$ cat src/rtl/pmrle_pkg.sv
// shared types and constants of the mixed run-length row decoder
package pmrle_pkg;

   // field widths
   localparam int unsigned DIM_CFG_W = 13;
   localparam int unsigned COL_W     = 17;
   localparam int unsigned ROW_W     = 13;
   localparam int unsigned FIELD_W   = 12;
   localparam int unsigned LEN_W     = 16;
   localparam int unsigned VALUE_W   = 24;

   // stream control bytes
   localparam logic [7:0] CTRL_LONG_RUN = 8'h80;
   localparam logic [7:0] RUN_BIAS      = 8'h7F;

   // alpha remap
   localparam logic [7:0] ALPHA_FULL     = 8'hFF;
   localparam logic [7:0] ALPHA_FULL_MAP = 8'h80;

   // register indexes
   localparam logic [1:0] CSR_IMAGE_WIDTH  = 2'd0;
   localparam logic [1:0] CSR_IMAGE_HEIGHT = 2'd1;
   localparam logic [1:0] CSR_HAS_ALPHA    = 2'd2;

   // register reset values
   localparam logic [DIM_CFG_W-1:0] WIDTH_RESET  = 13'd256;
   localparam logic [DIM_CFG_W-1:0] HEIGHT_RESET = 13'd256;

   typedef struct packed {
      logic [7:0] code_byte;
      logic       image_start;
   } req_type;

   typedef struct packed {
      logic               plane;
      logic [FIELD_W-1:0] row;
      logic [FIELD_W-1:0] column;
      logic [LEN_W-1:0]   run_length;
      logic [VALUE_W-1:0] pixel_value;
      logic               image_end;
   } rsp_type;

   typedef struct packed {
      logic [DIM_CFG_W-1:0] image_width;
      logic [DIM_CFG_W-1:0] image_height;
      logic                 has_alpha;
   } cfg_type;

   typedef struct packed {
      logic emit;
      logic done;
   } core_status_type;

endpackage

$ cat src/rtl/pmrle_core.sv
// byte phase machine, run counters and segment builder
module pmrle_core import pmrle_pkg::*; #(
   parameter int unsigned MAX_DIM = 4096
) (
   input  logic            clock,
   input  logic            reset,
   input  cfg_type         cfg,
   input  logic            step,
   input  req_type         item,
   output core_status_type status,
   output rsp_type         result
);

   localparam logic [2:0] PH_CTRL   = 3'd0;
   localparam logic [2:0] PH_CNT_HI = 3'd1;
   localparam logic [2:0] PH_CNT_LO = 3'd2;
   localparam logic [2:0] PH_V0     = 3'd3;
   localparam logic [2:0] PH_V1     = 3'd4;
   localparam logic [2:0] PH_V2     = 3'd5;

   localparam logic [COL_W-1:0] DIM_LIMIT = COL_W'(MAX_DIM);
   localparam logic [COL_W-1:0] COL_SAT   = {COL_W{1'b1}};

   // zero acts as one, above the limit acts as the limit
   function automatic logic [COL_W-1:0] clamp_dim(input logic [DIM_CFG_W-1:0] v);
      logic [COL_W-1:0] wide;
      wide = {{(COL_W-DIM_CFG_W){1'b0}}, v};
      if (v == '0) begin
         return COL_W'(1);
      end else if (wide > DIM_LIMIT) begin
         return DIM_LIMIT;
      end
      return wide;
   endfunction

   function automatic logic [7:0] remap_alpha(input logic [7:0] a);
      if (a == ALPHA_FULL) begin
         return ALPHA_FULL_MAP;
      end else if (a == 8'd0) begin
         return 8'd0;
      end else if (a == 8'd1) begin
         return 8'd1;
      end
      return {1'b0, a[7:1]};
   endfunction

   logic [2:0]         phase_ff, phase_in;
   logic               plane_ff, plane_in;
   logic [COL_W-1:0]   col_ff, col_in;
   logic [ROW_W-1:0]   row_ff, row_in;
   logic [LEN_W-1:0]   run_ff, run_in;
   logic [VALUE_W-1:0] accum_ff, accum_in;
   logic [7:0]         lit_ff, lit_in;
   logic               done_ff, done_in;

   // state as seen by this byte, after an image start clears it
   logic [2:0]         cur_phase;
   logic               cur_plane;
   logic [COL_W-1:0]   cur_col;
   logic [ROW_W-1:0]   cur_row;
   logic [LEN_W-1:0]   cur_run;
   logic [VALUE_W-1:0] cur_accum;
   logic [7:0]         cur_lit;
   logic               cur_done;

   assign cur_phase = item.image_start ? PH_CTRL : phase_ff;
   assign cur_plane = item.image_start ? 1'b0 : plane_ff;
   assign cur_col   = item.image_start ? '0 : col_ff;
   assign cur_row   = item.image_start ? '0 : row_ff;
   assign cur_run   = item.image_start ? '0 : run_ff;
   assign cur_accum = item.image_start ? '0 : accum_ff;
   assign cur_lit   = item.image_start ? '0 : lit_ff;
   assign cur_done  = item.image_start ? 1'b0 : done_ff;

   logic [7:0]       b;
   logic             finish;
   logic [LEN_W-1:0] len;
   logic [COL_W:0]   col_sum;
   logic             emit;

   assign b = item.code_byte;

   // byte decode, then segment build when a value is complete
   always_comb begin
      phase_in = cur_phase;
      plane_in = cur_plane;
      col_in   = cur_col;
      row_in   = cur_row;
      run_in   = cur_run;
      accum_in = cur_accum;
      lit_in   = cur_lit;
      done_in  = cur_done;
      finish   = 1'b0;
      emit     = 1'b0;
      len      = '0;
      col_sum  = '0;
      result   = '0;

      if (!cur_done) begin
         case (cur_phase)
            PH_CTRL: begin
               accum_in = '0;
               if (b == CTRL_LONG_RUN) begin
                  phase_in = PH_CNT_HI;
               end else if (b > CTRL_LONG_RUN) begin
                  run_in   = {8'd0, b - RUN_BIAS};
                  lit_in   = '0;
                  phase_in = PH_V0;
               end else begin
                  lit_in   = b + 8'd1;
                  run_in   = '0;
                  phase_in = PH_V0;
               end
            end
            PH_CNT_HI: begin
               run_in   = {b, 8'd0};
               phase_in = PH_CNT_LO;
            end
            PH_CNT_LO: begin
               run_in   = cur_run | {8'd0, b};
               lit_in   = '0;
               phase_in = PH_V0;
            end
            PH_V0: begin
               if (cur_plane) begin
                  accum_in = {16'd0, remap_alpha(b)};
                  finish   = 1'b1;
               end else begin
                  accum_in = {b, 16'd0};
                  phase_in = PH_V1;
               end
            end
            PH_V1: begin
               accum_in = cur_accum | {8'd0, b, 8'd0};
               phase_in = PH_V2;
            end
            PH_V2: begin
               accum_in = cur_accum | {16'd0, b};
               finish   = 1'b1;
            end
            default: begin
               phase_in = PH_CTRL;
            end
         endcase
      end

      // value complete: one literal pixel or a whole run
      if (finish) begin
         if (cur_lit != 8'd0) begin
            len      = LEN_W'(1);
            lit_in   = cur_lit - 8'd1;
            phase_in = (lit_in != 8'd0) ? PH_V0 : PH_CTRL;
         end else begin
            len      = cur_run;
            phase_in = PH_CTRL;
         end

         if (len != '0) begin
            emit    = 1'b1;
            col_sum = {1'b0, cur_col} + {{(COL_W+1-LEN_W){1'b0}}, len};
            col_in  = col_sum[COL_W] ? COL_SAT : col_sum[COL_W-1:0];

            result.plane       = cur_plane;
            result.row         = (|cur_row[ROW_W-1:FIELD_W]) ? {FIELD_W{1'b1}}
                                                             : cur_row[FIELD_W-1:0];
            result.column      = (|cur_col[COL_W-1:FIELD_W]) ? {FIELD_W{1'b1}}
                                                             : cur_col[FIELD_W-1:0];
            result.run_length  = len;
            result.pixel_value = accum_in;

            // row end after the last pixel of a group
            if (phase_in == PH_CTRL && col_in >= clamp_dim(cfg.image_width)) begin
               col_in = '0;
               if (!cur_plane && cfg.has_alpha) begin
                  plane_in = 1'b1;
               end else begin
                  plane_in = 1'b0;
                  row_in   = cur_row + ROW_W'(1);
                  if ({{(COL_W-ROW_W){1'b0}}, row_in} >= clamp_dim(cfg.image_height)) begin
                     done_in          = 1'b1;
                     result.image_end = 1'b1;
                  end
               end
            end
         end
      end
   end

   // state registers
   always_ff @(posedge clock) begin
      if (reset) begin
         phase_ff <= PH_CTRL;
         plane_ff <= 1'b0;
         col_ff   <= '0;
         row_ff   <= '0;
         run_ff   <= '0;
         accum_ff <= '0;
         lit_ff   <= '0;
         done_ff  <= 1'b0;
      end else if (step) begin
         phase_ff <= phase_in;
         plane_ff <= plane_in;
         col_ff   <= col_in;
         row_ff   <= row_in;
         run_ff   <= run_in;
         accum_ff <= accum_in;
         lit_ff   <= lit_in;
         done_ff  <= done_in;
      end
   end

   assign status.emit = emit;
   assign status.done = done_ff;

endmodule

$ cat src/rtl/pic_mixed_rle_row_decoder.sv
// top level: input register, decoder core, result register, control registers
//
//  port group  direction  handshake           payload
//  req_        in         req_valid/req_stall req_data   (code byte, image start)
//  rsp_        out        rsp_valid/rsp_stall rsp_data   (one run segment)
//  csr_        in         csr_we              csr_index, csr_wdata
//
// one byte per cycle unless the result stalls; a byte waits in the input
// register and its segment, if any, enters the result register as the
// byte leaves. the phase machine and counters form their next state
// combinationally, so bytes may follow back to back. reset clears state
// and loads register defaults. a stalled result holds back the input byte.
module pic_mixed_rle_row_decoder import pmrle_pkg::*; #(
   parameter int unsigned MAX_DIM = 4096
) (
   input  logic                 clock,
   input  logic                 reset,
   input  logic                 req_valid,
   output logic                 req_stall,
   input  req_type              req_data,
   output logic                 rsp_valid,
   input  logic                 rsp_stall,
   output rsp_type              rsp_data,
   input  logic                 csr_we,
   input  logic [1:0]           csr_index,
   input  logic [DIM_CFG_W-1:0] csr_wdata
);

   cfg_type         cfg_ff;
   logic            in_valid_ff, in_valid_in;
   req_type         in_item_ff;
   logic            out_valid_ff, out_valid_in;
   rsp_type         out_item_ff;
   logic            out_free;
   logic            step;
   logic            req_accept;
   core_status_type status;
   rsp_type         result;

   // control registers
   always_ff @(posedge clock) begin
      if (reset) begin
         cfg_ff.image_width  <= WIDTH_RESET;
         cfg_ff.image_height <= HEIGHT_RESET;
         cfg_ff.has_alpha    <= 1'b0;
      end else if (csr_we) begin
         case (csr_index)
            CSR_IMAGE_WIDTH:  cfg_ff.image_width  <= csr_wdata;
            CSR_IMAGE_HEIGHT: cfg_ff.image_height <= csr_wdata;
            CSR_HAS_ALPHA:    cfg_ff.has_alpha    <= csr_wdata[0];
            default: ;
         endcase
      end
   end

   // flow control
   assign out_free   = !out_valid_ff || !rsp_stall;
   assign step       = in_valid_ff && out_free;
   assign req_stall  = in_valid_ff && !out_free;
   assign req_accept = req_valid && !req_stall;

   assign in_valid_in  = req_accept || (in_valid_ff && !step);
   assign out_valid_in = (step && status.emit) || (out_valid_ff && rsp_stall);

   // input register
   always_ff @(posedge clock) begin
      if (reset) begin
         in_valid_ff <= 1'b0;
      end else begin
         in_valid_ff <= in_valid_in;
      end
      if (req_accept) begin
         in_item_ff <= req_data;
      end
   end

   pmrle_core #(
      .MAX_DIM (MAX_DIM)
   ) u_core (
      .clock  (clock),
      .reset  (reset),
      .cfg    (cfg_ff),
      .step   (step),
      .item   (in_item_ff),
      .status (status),
      .result (result)
   );

   // result register
   always_ff @(posedge clock) begin
      if (reset) begin
         out_valid_ff <= 1'b0;
      end else begin
         out_valid_ff <= out_valid_in;
      end
      if (step && status.emit) begin
         out_item_ff <= result;
      end
   end

   assign rsp_valid = out_valid_ff;
   assign rsp_data  = out_item_ff;

   // zero-length runs never reach the output
   a_no_empty_run: assert property (@(posedge clock) disable iff (reset)
      rsp_valid |-> rsp_data.run_length != '0)
      else $error("segment with zero run length");

   // alpha segments carry only the low value byte
   a_alpha_narrow: assert property (@(posedge clock) disable iff (reset)
      (rsp_valid && rsp_data.plane) |-> rsp_data.pixel_value[VALUE_W-1:8] == '0)
      else $error("alpha segment with upper value bits set");

   // the final segment closes the image
   a_end_sets_done: assert property (@(posedge clock) disable iff (reset)
      (step && status.emit && result.image_end) |=> status.done)
      else $error("image end without done state");

   // a segment is only built when the result register can take it
   a_no_overwrite: assert property (@(posedge clock) disable iff (reset)
      (out_valid_ff && rsp_stall) |-> !step)
      else $error("result register overwritten while stalled");

endmodule
$ cat config.mk
export PLATFORM = sky130hd
export DESIGN_NAME = pic_mixed_rle_row_decoder
export DESIGN_NICKNAME = d
export VERILOG_FILES = /design/src/rtl/pmrle_pkg.sv /design/src/rtl/pmrle_core.sv /design/src/rtl/pic_mixed_rle_row_decoder.sv
export SDC_FILE = /design/constraint.sdc
export NUM_CORES = 1
export LEC_CHECK = 0
export CAP_MARGIN = 20
export CORE_ASPECT_RATIO = 1.75
export CORE_MARGIN = 10
export CORE_UTILIZATION = 50
export DETAILED_ROUTE_END_ITERATION = 10
export DONT_BUFFER_PORTS = 1
export GPL_TIMING_DRIVEN = 0
export PLACE_DENSITY = 0.67
export REMOVE_ABC_BUFFERS = 1
export SETUP_SLACK_MARGIN = 0.02
export SYNTH_ARGS = -nofsm -noshare
export SYNTH_HDL_FRONTEND = slang
export SYNTH_SLANG_ARGS = --single-unit
$ cat constraint.sdc
create_clock -name clock -period 14.2 [get_ports clock]
set_input_delay 2.13 -clock clock [delete_from_list [all_inputs] [get_ports clock]]
set_output_delay 2.13 -clock clock [all_outputs]
set_load 0.02 [all_outputs]
==> results of run 1 <==
## per-stage QoR
| step | hold WS [ns] | instances | cell area (um^2) |
|---|---|---|---|
| floorplan | 0.4287 | 1150 | 10190 |
| global placement | 0.4409 | 1402 | 10510 |
| detailed placement | 0.4468 | 1413 | 10760 |
| CTS | 0.4556 | 1445 | 11340 |
| global route | 0.4712 | 1445 | 11340 |
| finish | 0.4567 | 1445 | 11340 |
## layout make-up
| class | count | area [um^2] |
|---|---|---|
| clock buffers | 19 | 442.9 |
| repair buffers | 11 | 217.7 |
| well taps | 252 | 315.3 |
| fillers | 1973 | 9502 |
| clock inverters | 13 | 141.4 |
| inverters | 29 | 108.9 |
| multi-input cells | 934 | 5623 |
| flip-flops and latches | 187 | 4494 |
## flip-flops by register name, indices dropped and copies added, names as in the netlist
register	cells
u_core.accum_ff	24
u_core.col_ff	17
u_core.lit_ff	8
rsp_valid	1
u_core.done_ff	1
u_core.row_ff	13
u_core.plane_ff	1
in_valid_ff	1
in_item_ff	9
cfg_ff	27
u_core.run_ff	16
rsp_data	66
u_core.phase_ff	3
## critical path, cell delays in order (launching register included)
cell and delay, ns:
edfxtp_1 0.92, inv_1 0.60, buf_16 0.34, nand2_1 0.12, ha_1 0.24, o21a_1 0.23
o21ai_1 0.25, nor2_1 0.69, buf_4 0.29, and2_1 0.16, ha_1 0.31, a21o_1 0.27
or3_1 0.31, o22a_1 0.21, nor3_4 0.52, nor2_1 0.21, nor2_1 0.18, ha_1 0.25
nand2b_1 0.14, a21o_1 0.17, a211oi_1 0.25, o21bai_1 0.10, a211o_1 0.32, a2111o_1 0.51
o21ai_4 0.50, or4b_1 0.57, mux2i_1 0.25
## cell usage in the layout (no fill, tap or decap), drive strengths merged, types with 4 or more instances in the layout
cell | netlist | routed
and3 | 27 | 27
dfxtp | 112 | 112
nor3 | 23 | 23
nor2 | 164 | 164
nand2b | 6 | 6
xnor2 | 14 | 14
a211oi | 23 | 23
a221oi | 5 | 5
clkinv | 0 | 4
or3 | 7 | 7
nor2b | 37 | 37
o221ai | 5 | 5
o211ai | 4 | 4
nand2 | 158 | 158
xor2 | 12 | 12
a21o | 15 | 15
or4 | 5 | 5
o22ai | 9 | 9
buf | 10 | 11
edfxtp | 75 | 75
a311oi | 4 | 4
a31oi | 16 | 16
o21ai | 62 | 62
clkbuf | 80 | 19
mux2i | 10 | 10
o21a | 8 | 8
a22oi | 49 | 49
nand4 | 11 | 11
nand3b | 4 | 4
nand3 | 41 | 41
a21oi | 89 | 89
inv | 29 | 33
ha | 48 | 48
and2 | 25 | 25
nor4 | 15 | 15
## routing by layer
layer,track usage,wire (um)
met2,0.3649,14710
met1,0.2314,11340
met5,0,0
met3,0.03766,1244
met4,0.1040,966
## power groups by stage
stage | sequential (W) | clock, W | combinational (W)
3_5_place_dp | 0.000596 | 0 | 0.000105
5_1_grt | 0.000586 | 0.000509 | 0.000118
4_1_cts | 0.000584 | 0.000488 | 0.000106
2_1_floorplan | 0.000589 | 0 | 0.0000725
3_3_place_gp | 0.000599 | 0 | 0.0000947
6_report | 0.000585 | 0.000479 | 0.000107
## worst min path at each step
stage                        from            endpoint  slack [ns]  cells after the start
6_report        u_core.col_ff[15]   u_core.col_ff[15]        0.46                      2
5_1_grt                 cfg_ff[1]           cfg_ff[1]        0.47                      2
4_1_cts         u_core.col_ff[15]   u_core.col_ff[15]        0.46                      2
3_5_place_dp    u_core.col_ff[15]   u_core.col_ff[15]        0.45                      2
3_3_place_gp   u_core.accum_ff[5]  u_core.accum_ff[5]        0.44                      2
2_1_floorplan   u_core.col_ff[15]   u_core.col_ff[15]        0.43                      2
## cell families (layout without fill, tap and decap cells)
family,Yosys count,count (layout),share of synthesized area
DFF,187,187,0.4260
buffers and inverters,119,72,0.04412
muxes,10,10,0.01068
AOI/OAI and AO/OA,312,312,0.1956
adders and majority gates,49,49,0.05883
xor gates and xnor gates,26,26,0.02159
and+or+nand+nor,537,537,0.2432
==> flow_metrics.env, run 1 <==
export IMPL_core_um2=20850
export IMPL_drv_slew=0
export IMPL_drive_above_1_share=0.06287
export IMPL_cts_tree="yes"
export IMPL_grt_max_degree=109
export IMPL_insertion_delay_ns=0.44
export IMPL_critical_path_class="reg -> reg"
export IMPL_rr_startpoint="in_item_ff[0]"
export IMPL_endpoint="u_core.row_ff[9]"
export IMPL_yosysTopAreaCell="edfxtp_1"
export IMPL_cts_sinks=187
export IMPL_fin_setup_tns_ns=0
export IMPL_synth_edf_count=75
export IMPL_dieArea_um2=27540
export IMPL_p_switching_w=0.0003018
export IMPL_drt_iter0_drc=572
export IMPL_drtPass1Iterations=7
export IMPL_drc=0
export IMPL_max_freq_mhz=111.1
export IMPL_gp_congestion=0.8792
export IMPL_max_cap_violations=0
export IMPL_dr_total_vias=8892
export IMPL_clockBufferDepth=2
export IMPL_dp_hpwl_um=20270
export IMPL_dp_slack_ns=5.219
export IMPL_cts_hold_buf=0
export IMPL_crit_fanout=25
export IMPL_antenna_found_initial=0
export IMPL_numCtsBuffers=17
export IMPL_track_usage=0.2071
export IMPL_io_buffer_count=0
export IMPL_clkSlewWorstSetupHoldPaths_ns=0.07
export IMPL_rows=70
export IMPL_synth_ff_latch_count=187
export IMPL_p_leak_nw=3.919
export IMPL_overflow=0
export IMPL_regToRegSetupSlack_ns=5.20
export IMPL_rsz0062_at_grt="false"
export IMPL_ys_seq_area_frac=0.4260
export IMPL_pwr_share_seq=0.500
export IMPL_synth_distinct_cells=76
export IMPL_drt_vias_per_instance=6.154
export IMPL_ir_drop_mv=0.07996
export IMPL_combPwrFrac=0.091
export IMPL_yosys_warnings=0
export IMPL_cp_startpoint="in_item_ff[0]"
export IMPL_syn_area_um2=10550
export IMPL_pwr_share_clk=0.409
export IMPL_slew_headroom=0.3117
export IMPL_ff2ff_path_depth=26
export IMPL_avgSynthCellArea_um2=8.507
export IMPL_finalPower_w=0.001171
export IMPL_synth_top_cell_area_share=0.2135
export IMPL_htreeDepth=4
export IMPL_hold_class="reg -> reg"
export IMPL_yosys_top_cells_count="nor2_1 (164), nand2_1 (158), dfxtp_1 (112)"
export IMPL_status="finished clean"
export IMPL_initial_core_util=0.5061
export IMPL_hold_violations=0
export IMPL_switching_share=0.2578
export IMPL_synth_area_leaders="edfxtp_1 (21%), dfxtp_1 (21%), nor2_1 (5.8%), ha_1 (5.7%), nand2_1 (5.6%)"
export IMPL_ant_nets=0
export IMPL_syn_inst=1240
export IMPL_tightest_slew_ns=1.026
export IMPL_drt_total_wl_um=28260
export IMPL_setup_viol_count_final=0
export IMPL_die_h_um=212.2
export IMPL_r2r_end="u_core.row_ff[9]"
export IMPL_yosysMostFrequentCell="nor2_1"
export IMPL_num_io_pins=97
export IMPL_wl_per_cell_um=19.56
export IMPL_post_route_period_util=0.6339
export IMPL_cp_required_ns=14.57
export IMPL_nNetsFinal=1258
export IMPL_synth_async_sr_flop_share=0
export IMPL_critPathLaunchType="flip-flop"
export IMPL_synthToLayoutAreaGrowth_pct=7.532
export IMPL_grt_pass1_vias=8640
export IMPL_min_period_ns=9.001
export IMPL_power_density_nw_per_um2=103.2
export IMPL_grt_pass1_wl_um=45450
export IMPL_post_cts_resized=0
export IMPL_final_util=0.5442
export IMPL_cts_root_buf="clkbuf_16"
export IMPL_antenna_cells=0
export IMPL_cp_arrival_ns=9.37
export IMPL_die_w_um=129.8
export IMPL_clock_skew_ns=0.009855
export IMPL_critPathCaptureType="flip-flop"
export IMPL_finalWorstSetupSlack_ns=5.199
export IMPL_p_int_w=0.0008689
export IMPL_postCtsSetupBuffers=0
export IMPL_synth_ff_type="dfxtp_1"
Note: power is estimated with default switching activity, not from simulation.
==> run 2, diff against run 1 <==
Settings changed: PLACE_DENSITY 0.67 to 0.7.
Clock period 14.2 ns to 7.53 ns, I/O delays scaled along.
==> flow_metrics.env, run 2 (same netlist as run 1, synthesis figures left out) <==
export IMPL_hold_class="reg -> reg"
export IMPL_tightest_slew_ns=0.9597
export IMPL_crit_fanout=20
export IMPL_pwr_share_seq=0.501
export IMPL_fill_cells=1901
export IMPL_dp_cells=1414
export IMPL_largest_reg_flops=66
export IMPL_cp_top_family="compound AO/OA/AOI/OAI gates"
export IMPL_antenna_cells=0
export IMPL_highest_layer="met4"
export IMPL_combPwrFrac=0.095
export IMPL_dr_total_vias=8928
export IMPL_clockBufferDepth=2
export IMPL_p_int_w=0.001648
export IMPL_drc=0
export IMPL_rsz0062_at_grt="false"
export IMPL_die_h_um=212.2
export IMPL_fin_setup_tns_ns=0
export IMPL_dieArea_um2=27540
export IMPL_initial_core_util=0.5061
export IMPL_p_leak_nw=3.960
export IMPL_antenna_found_initial=0
export IMPL_hold_violations=0
export IMPL_critPathCaptureType="flip-flop"
export IMPL_final_area_um2=11420
export IMPL_synthToLayoutAreaGrowth_pct=8.232
export IMPL_cts_sinks=187
export IMPL_clock_skew_ns=0.01385
export IMPL_ff2ff_path_depth=27
export IMPL_ir_drop_mv=0.09416
export IMPL_min_period_ns=6.896
export IMPL_gp_congestion=0.8993
export IMPL_cp_slowest_cell="a2111o_1"
export IMPL_cp_arrival_ns=7.25
export IMPL_io_buffer_count=0
export IMPL_cts_root_buf="clkbuf_16"
export IMPL_numCtsBuffers=17
export IMPL_drtPass1Iterations=6
export IMPL_switching_share=0.2492
export IMPL_core_um2=20850
export IMPL_max_cap_violations=0
export IMPL_ant_nets=0
export IMPL_clkSlewWorstSetupHoldPaths_ns=0.07
export IMPL_holdPathEnd="cfg_ff[1]"
export IMPL_critical_path_class="reg -> reg"
export IMPL_grt_pass1_vias=8727
export IMPL_p_switching_w=0.0005471
export IMPL_cts_tree="yes"
export IMPL_rr_startpoint="in_item_ff[0]"
export IMPL_rows=70
export IMPL_hold_start="cfg_ff[1]"
export IMPL_regToRegSetupSlack_ns=0.63
export IMPL_final_common_cell="nor2_1"
export IMPL_drv_slew=0
export IMPL_power_density_nw_per_um2=192.3
export IMPL_drt_iter0_drc=562
export IMPL_pwr_share_clk=0.404
export IMPL_wl_met3_um=1627
export IMPL_crit_top_cell="ha_1"
export IMPL_multiInputGateArea_um2=5627
export IMPL_final_cell_mix="nor2_1 (162), nand2_1 (157), dfxtp_1 (112)"
export IMPL_setup_viol_count_final=0
export IMPL_slowest_delay_ns=0.51
export IMPL_wl_per_cell_um=19.38
export IMPL_finalNonFillerCells=1455
export IMPL_nNetsFinal=1268
export IMPL_r2r_end="u_core.col_ff[3]"
export IMPL_critPathBufInv=4
export IMPL_num_io_pins=97
export IMPL_min_path_cells=2
export IMPL_drive_above_1_share=0.07149
export IMPL_register_area_um2=4494
export IMPL_max_freq_mhz=145.0
export IMPL_post_route_period_util=0.9158
export IMPL_status="finished clean"
export IMPL_critPathLaunchType="flip-flop"
export IMPL_grt_max_degree=109
export IMPL_track_usage=0.2068
export IMPL_wl_met2_um=14590
export IMPL_die_w_um=129.8
export IMPL_grt_pass1_wl_um=45410
export IMPL_slew_headroom=0.3552
export IMPL_dp_hpwl_um=19880
export IMPL_drt_total_wl_um=28190
export IMPL_overflow=0
export IMPL_htreeDepth=4
export IMPL_cp_required_ns=7.89
export IMPL_dpl_cell_area_um2=10750
export IMPL_insertion_delay_ns=0.45
export IMPL_drt_vias_per_instance=6.136
export IMPL_met1Wirelength_um=11000
-- run 2: power by group through the flow --
stage | clock (W) | sequential (W) | combinational [W]
final | 0.000887 | 0.00110 | 0.000207
after global routing | 0.000943 | 0.00110 | 0.000232
after CTS | 0.000904 | 0.00110 | 0.000206
after detailed placement | 0 | 0.00112 | 0.000193
after global placement | 0 | 0.00113 | 0.000175
after floorplan | 0 | 0.00111 | 0.000137
-- run 2: worst reg2reg max path, delay by kind of cell, from the launching register on --
kind	cells	cell delay, ns
compound gates	11	2.73
simple gates	9	1.95
buf+inv	4	0.93
fa+ha+maj	3	0.82
flops	1	0.41
-- run 2: what timing repair did --
item | in CTS | in global routing
resized for setup | 3 | 1
gates cloned | 1 | 0
pin swaps | 1 | 1
setup endpoints to repair | 33 | 33
hold buffers | 0 | 0
buffers inserted | 3 | 5
-- run 2: layer usage --
metal  GRT usage  vias up
li1            -     4333
met1      0.2275     4195
met2      0.3633      315
met3     0.04688       85
met4      0.1009        0
met5           0        -
-- run 2: how the worst max path moves through the flow --
stage                   from                 to  slack (ns)  cells after the start
2_1_floorplan  in_item_ff[0]  u_core.col_ff[12]       -1.61                      9
3_3_place_gp   in_item_ff[0]       rsp_data[62]       -8.65                      7
3_5_place_dp   in_item_ff[0]   u_core.row_ff[1]       -1.26                     26
4_1_cts        in_item_ff[0]  u_core.col_ff[11]        0.24                     28
5_1_grt        in_item_ff[0]  u_core.col_ff[11]        0.23                     27
6_report       in_item_ff[0]   u_core.col_ff[3]        0.63                     27
-- run 2: final cells by class --
type,instances,area share
multi-input combinational,934,0.4928
tap,252,0.02762
timing repair buffer,20,0.02499
clock inverter,11,0.01030
clock buffer,21,0.04033
inverter,29,0.009863
sequential,187,0.3936
timing repair inverter,1,0.0004384
-- run 2: through the flow --
stage / hold WS (ns) / setup WS, ns / total power (W) / util
detailed placement: 0.4483 / -1.260 / 0.001317 / 0.5156
finish: 0.4585 / 0.6340 / 0.002195 / 0.5477
global route: 0.4679 / 0.2318 / 0.002278 / 0.5477
CTS: 0.4569 / 0.2404 / 0.002209 / 0.5457
floorplan: 0.4287 / -1.606 / 0.001248 / -
global placement: 0.4401 / -8.650 / 0.001303 / 0.5041
==> run 3, diff against run 2 <==
Settings changed: REMOVE_ABC_BUFFERS 1 to not set.
==> flow_metrics.env, run 3 (same netlist as run 1, synthesis figures left out) <==
export IMPL_status="finished clean"
export IMPL_hold_slack_ns=0.4607
export IMPL_initial_core_util=0.5061
export IMPL_min_path_cells=2
export IMPL_max_freq_mhz=140.4
export IMPL_hold_violations=0
export IMPL_dr_total_vias=9394
export IMPL_cp_startpoint="in_item_ff[0]"
export IMPL_clock_skew_ns=0.01372
export IMPL_die_h_um=212.2
export IMPL_grt_pass1_vias=9166
export IMPL_final_util=0.5540
export IMPL_ir_drop_mv=0.1443
export IMPL_min_period_ns=7.120
export IMPL_final_cell_mix="nor2_1 (162), nand2_1 (158), dfxtp_1 (112)"
export IMPL_gp_congestion=0.9690
export IMPL_drtPass1Iterations=6
export IMPL_tightest_slew_ns=1.019
export IMPL_cp_arrival_ns=7.49
export IMPL_overflow=0
export IMPL_ff2ff_path_depth=27
export IMPL_rows=70
export IMPL_ant_nets=0
export IMPL_grt_max_degree=38
export IMPL_antenna_cells=0
export IMPL_slowest_delay_ns=0.52
export IMPL_setup_viol_count_final=0
export IMPL_synthToLayoutAreaGrowth_pct=9.477
export IMPL_htreeDepth=4
export IMPL_grt_pass1_wl_um=50380
export IMPL_fin_setup_tns_ns=0
export IMPL_drive_above_1_share=0.06044
export IMPL_critical_path_class="reg -> reg"
export IMPL_numCtsBuffers=17
export IMPL_p_leak_nw=3.996
export IMPL_insertion_delay_ns=0.45
export IMPL_highest_layer="met4"
export IMPL_nNetsFinal=1339
export IMPL_rr_startpoint="in_item_ff[0]"
export IMPL_cts_root_buf="clkbuf_16"
export IMPL_finalWorstSetupSlack_ns=0.4096
export IMPL_cp_required_ns=7.90
export IMPL_wl_met2_um=17090
export IMPL_die_w_um=129.8
export IMPL_crit_fanout=19
export IMPL_dieArea_um2=27540
export IMPL_post_route_period_util=0.9456
export IMPL_dp_slack_ns=-0.8209
export IMPL_wl_met3_um=1726
export IMPL_power_density_nw_per_um2=195.9
export IMPL_cts_hold_buf=0
export IMPL_drt_iter0_drc=698
export IMPL_dp_hpwl_um=24910
export IMPL_cp_slowest_cell="a2111o_1"
export IMPL_largest_reg_flops=66
export IMPL_core_um2=20850
export IMPL_drc=0
export IMPL_max_cap_violations=0
export IMPL_wl_per_cell_um=21.27
export IMPL_drt_total_wl_um=32450
export IMPL_crit_top_cell="ha_1"
export IMPL_slew_headroom=0.3154
export IMPL_final_common_cell="nor2_1"
export IMPL_synth_nets=1318
export IMPL_met1Wirelength_um=11820
export IMPL_drt_vias_per_instance=6.156
export IMPL_cts_sinks=187
export IMPL_r2r_end="u_core.row_ff[1]"
export IMPL_antenna_found_initial=0
export IMPL_drv_slew=0
export IMPL_hold_class="reg -> reg"
export IMPL_cts_tree="yes"
export IMPL_rsz0062_at_grt="false"
export IMPL_num_io_pins=97
export IMPL_io_buffer_count=0
export IMPL_clkSlewWorstSetupHoldPaths_ns=0.07
export IMPL_critPathCaptureType="flip-flop"
export IMPL_track_usage=0.2371
export IMPL_endpoint="u_core.row_ff[1]"
export IMPL_regToRegSetupSlack_ns=0.41
export IMPL_clockBufferDepth=2
export IMPL_critPathLaunchType="flip-flop"
[run 3: cell types whose count changed in the layout (fill, tap and decap cells not counted), sizes merged]
| cell | delta |
|---|---|
| clkdlybuf4s15 | -1 |
| clkbuf | +75 |
| bufinv | -1 |
| buf | -6 |
| clkinvlp | -2 |
| clkinv | -2 |
| inv | +8 |
[run 3: per-layer routing]
metal  global-route usage  vias to the layer above
met3              0.04264                       90
met2               0.4329                      324
met4               0.1433                        0
met1               0.2425                     4493
li1                     -                     4487
met5                    0                        -
[run 3: critical path: cells and delay by family (launching register included)]
kind	cells	cell delay, ns
AO/OA/AOI/OAI	11	2.61
buffers and inverters	6	1.47
AND/OR/NAND/NOR	6	1.22
adder cells (fa/ha/maj)	3	1.01
flip-flops	1	0.50
multiplexers	1	0.21
[run 3: area by class of cell]
| cell class | instances | area, um^2 |
|---|---|---|
| Multi-Input combinational cell | 934 | 5617 |
| Inverter | 29 | 108.9 |
| Tap cell | 252 | 315.3 |
| Timing Repair Buffer | 3 | 47.55 |
| Sequential cell | 187 | 4494 |
| Clock inverter | 15 | 172.7 |
| Fill cell | 1960 | 9296 |
| Buffer | 89 | 367.9 |
| Clock buffer | 17 | 425.4 |
[run 3: what timing repair did]
action                                  CTS  global route
pin swaps                                 1             0
setup buffers                             1             0
endpoints found under the setup margin   33            33
gates resized for setup                   8             6
[run 3: where the power goes]
part | total [W] | internal (W) | switching, W
Sequential | 0.00108 | 0.00106 | 0.0000168
Clock | 0.000927 | 0.000476 | 0.000451
Combinational | 0.000255 | 0.0000775 | 0.000177
[run 3: worst min path at each step]
stage	startpoint	end	slack, ns
finish	cfg_ff[14]	cfg_ff[14]	0.46
global route	cfg_ff[14]	cfg_ff[14]	0.48
CTS	cfg_ff[14]	cfg_ff[14]	0.46
detailed placement	cfg_ff[14]	cfg_ff[14]	0.45
global placement	cfg_ff[14]	cfg_ff[14]	0.45
floorplan	u_core.col_ff[15]	u_core.col_ff[15]	0.43
[run 3: stage by stage]
step / cells / total power [W] / cell area, um^2
after floorplan: 1240 / 0.001268 / 10550
after detailed placement: 1494 / 0.001349 / 10920
final: 1526 / 0.002262 / 11550
after global routing: 1526 / 0.002329 / 11550
after global placement: 1492 / 0.001346 / 10860
after CTS: 1527 / 0.002264 / 11540
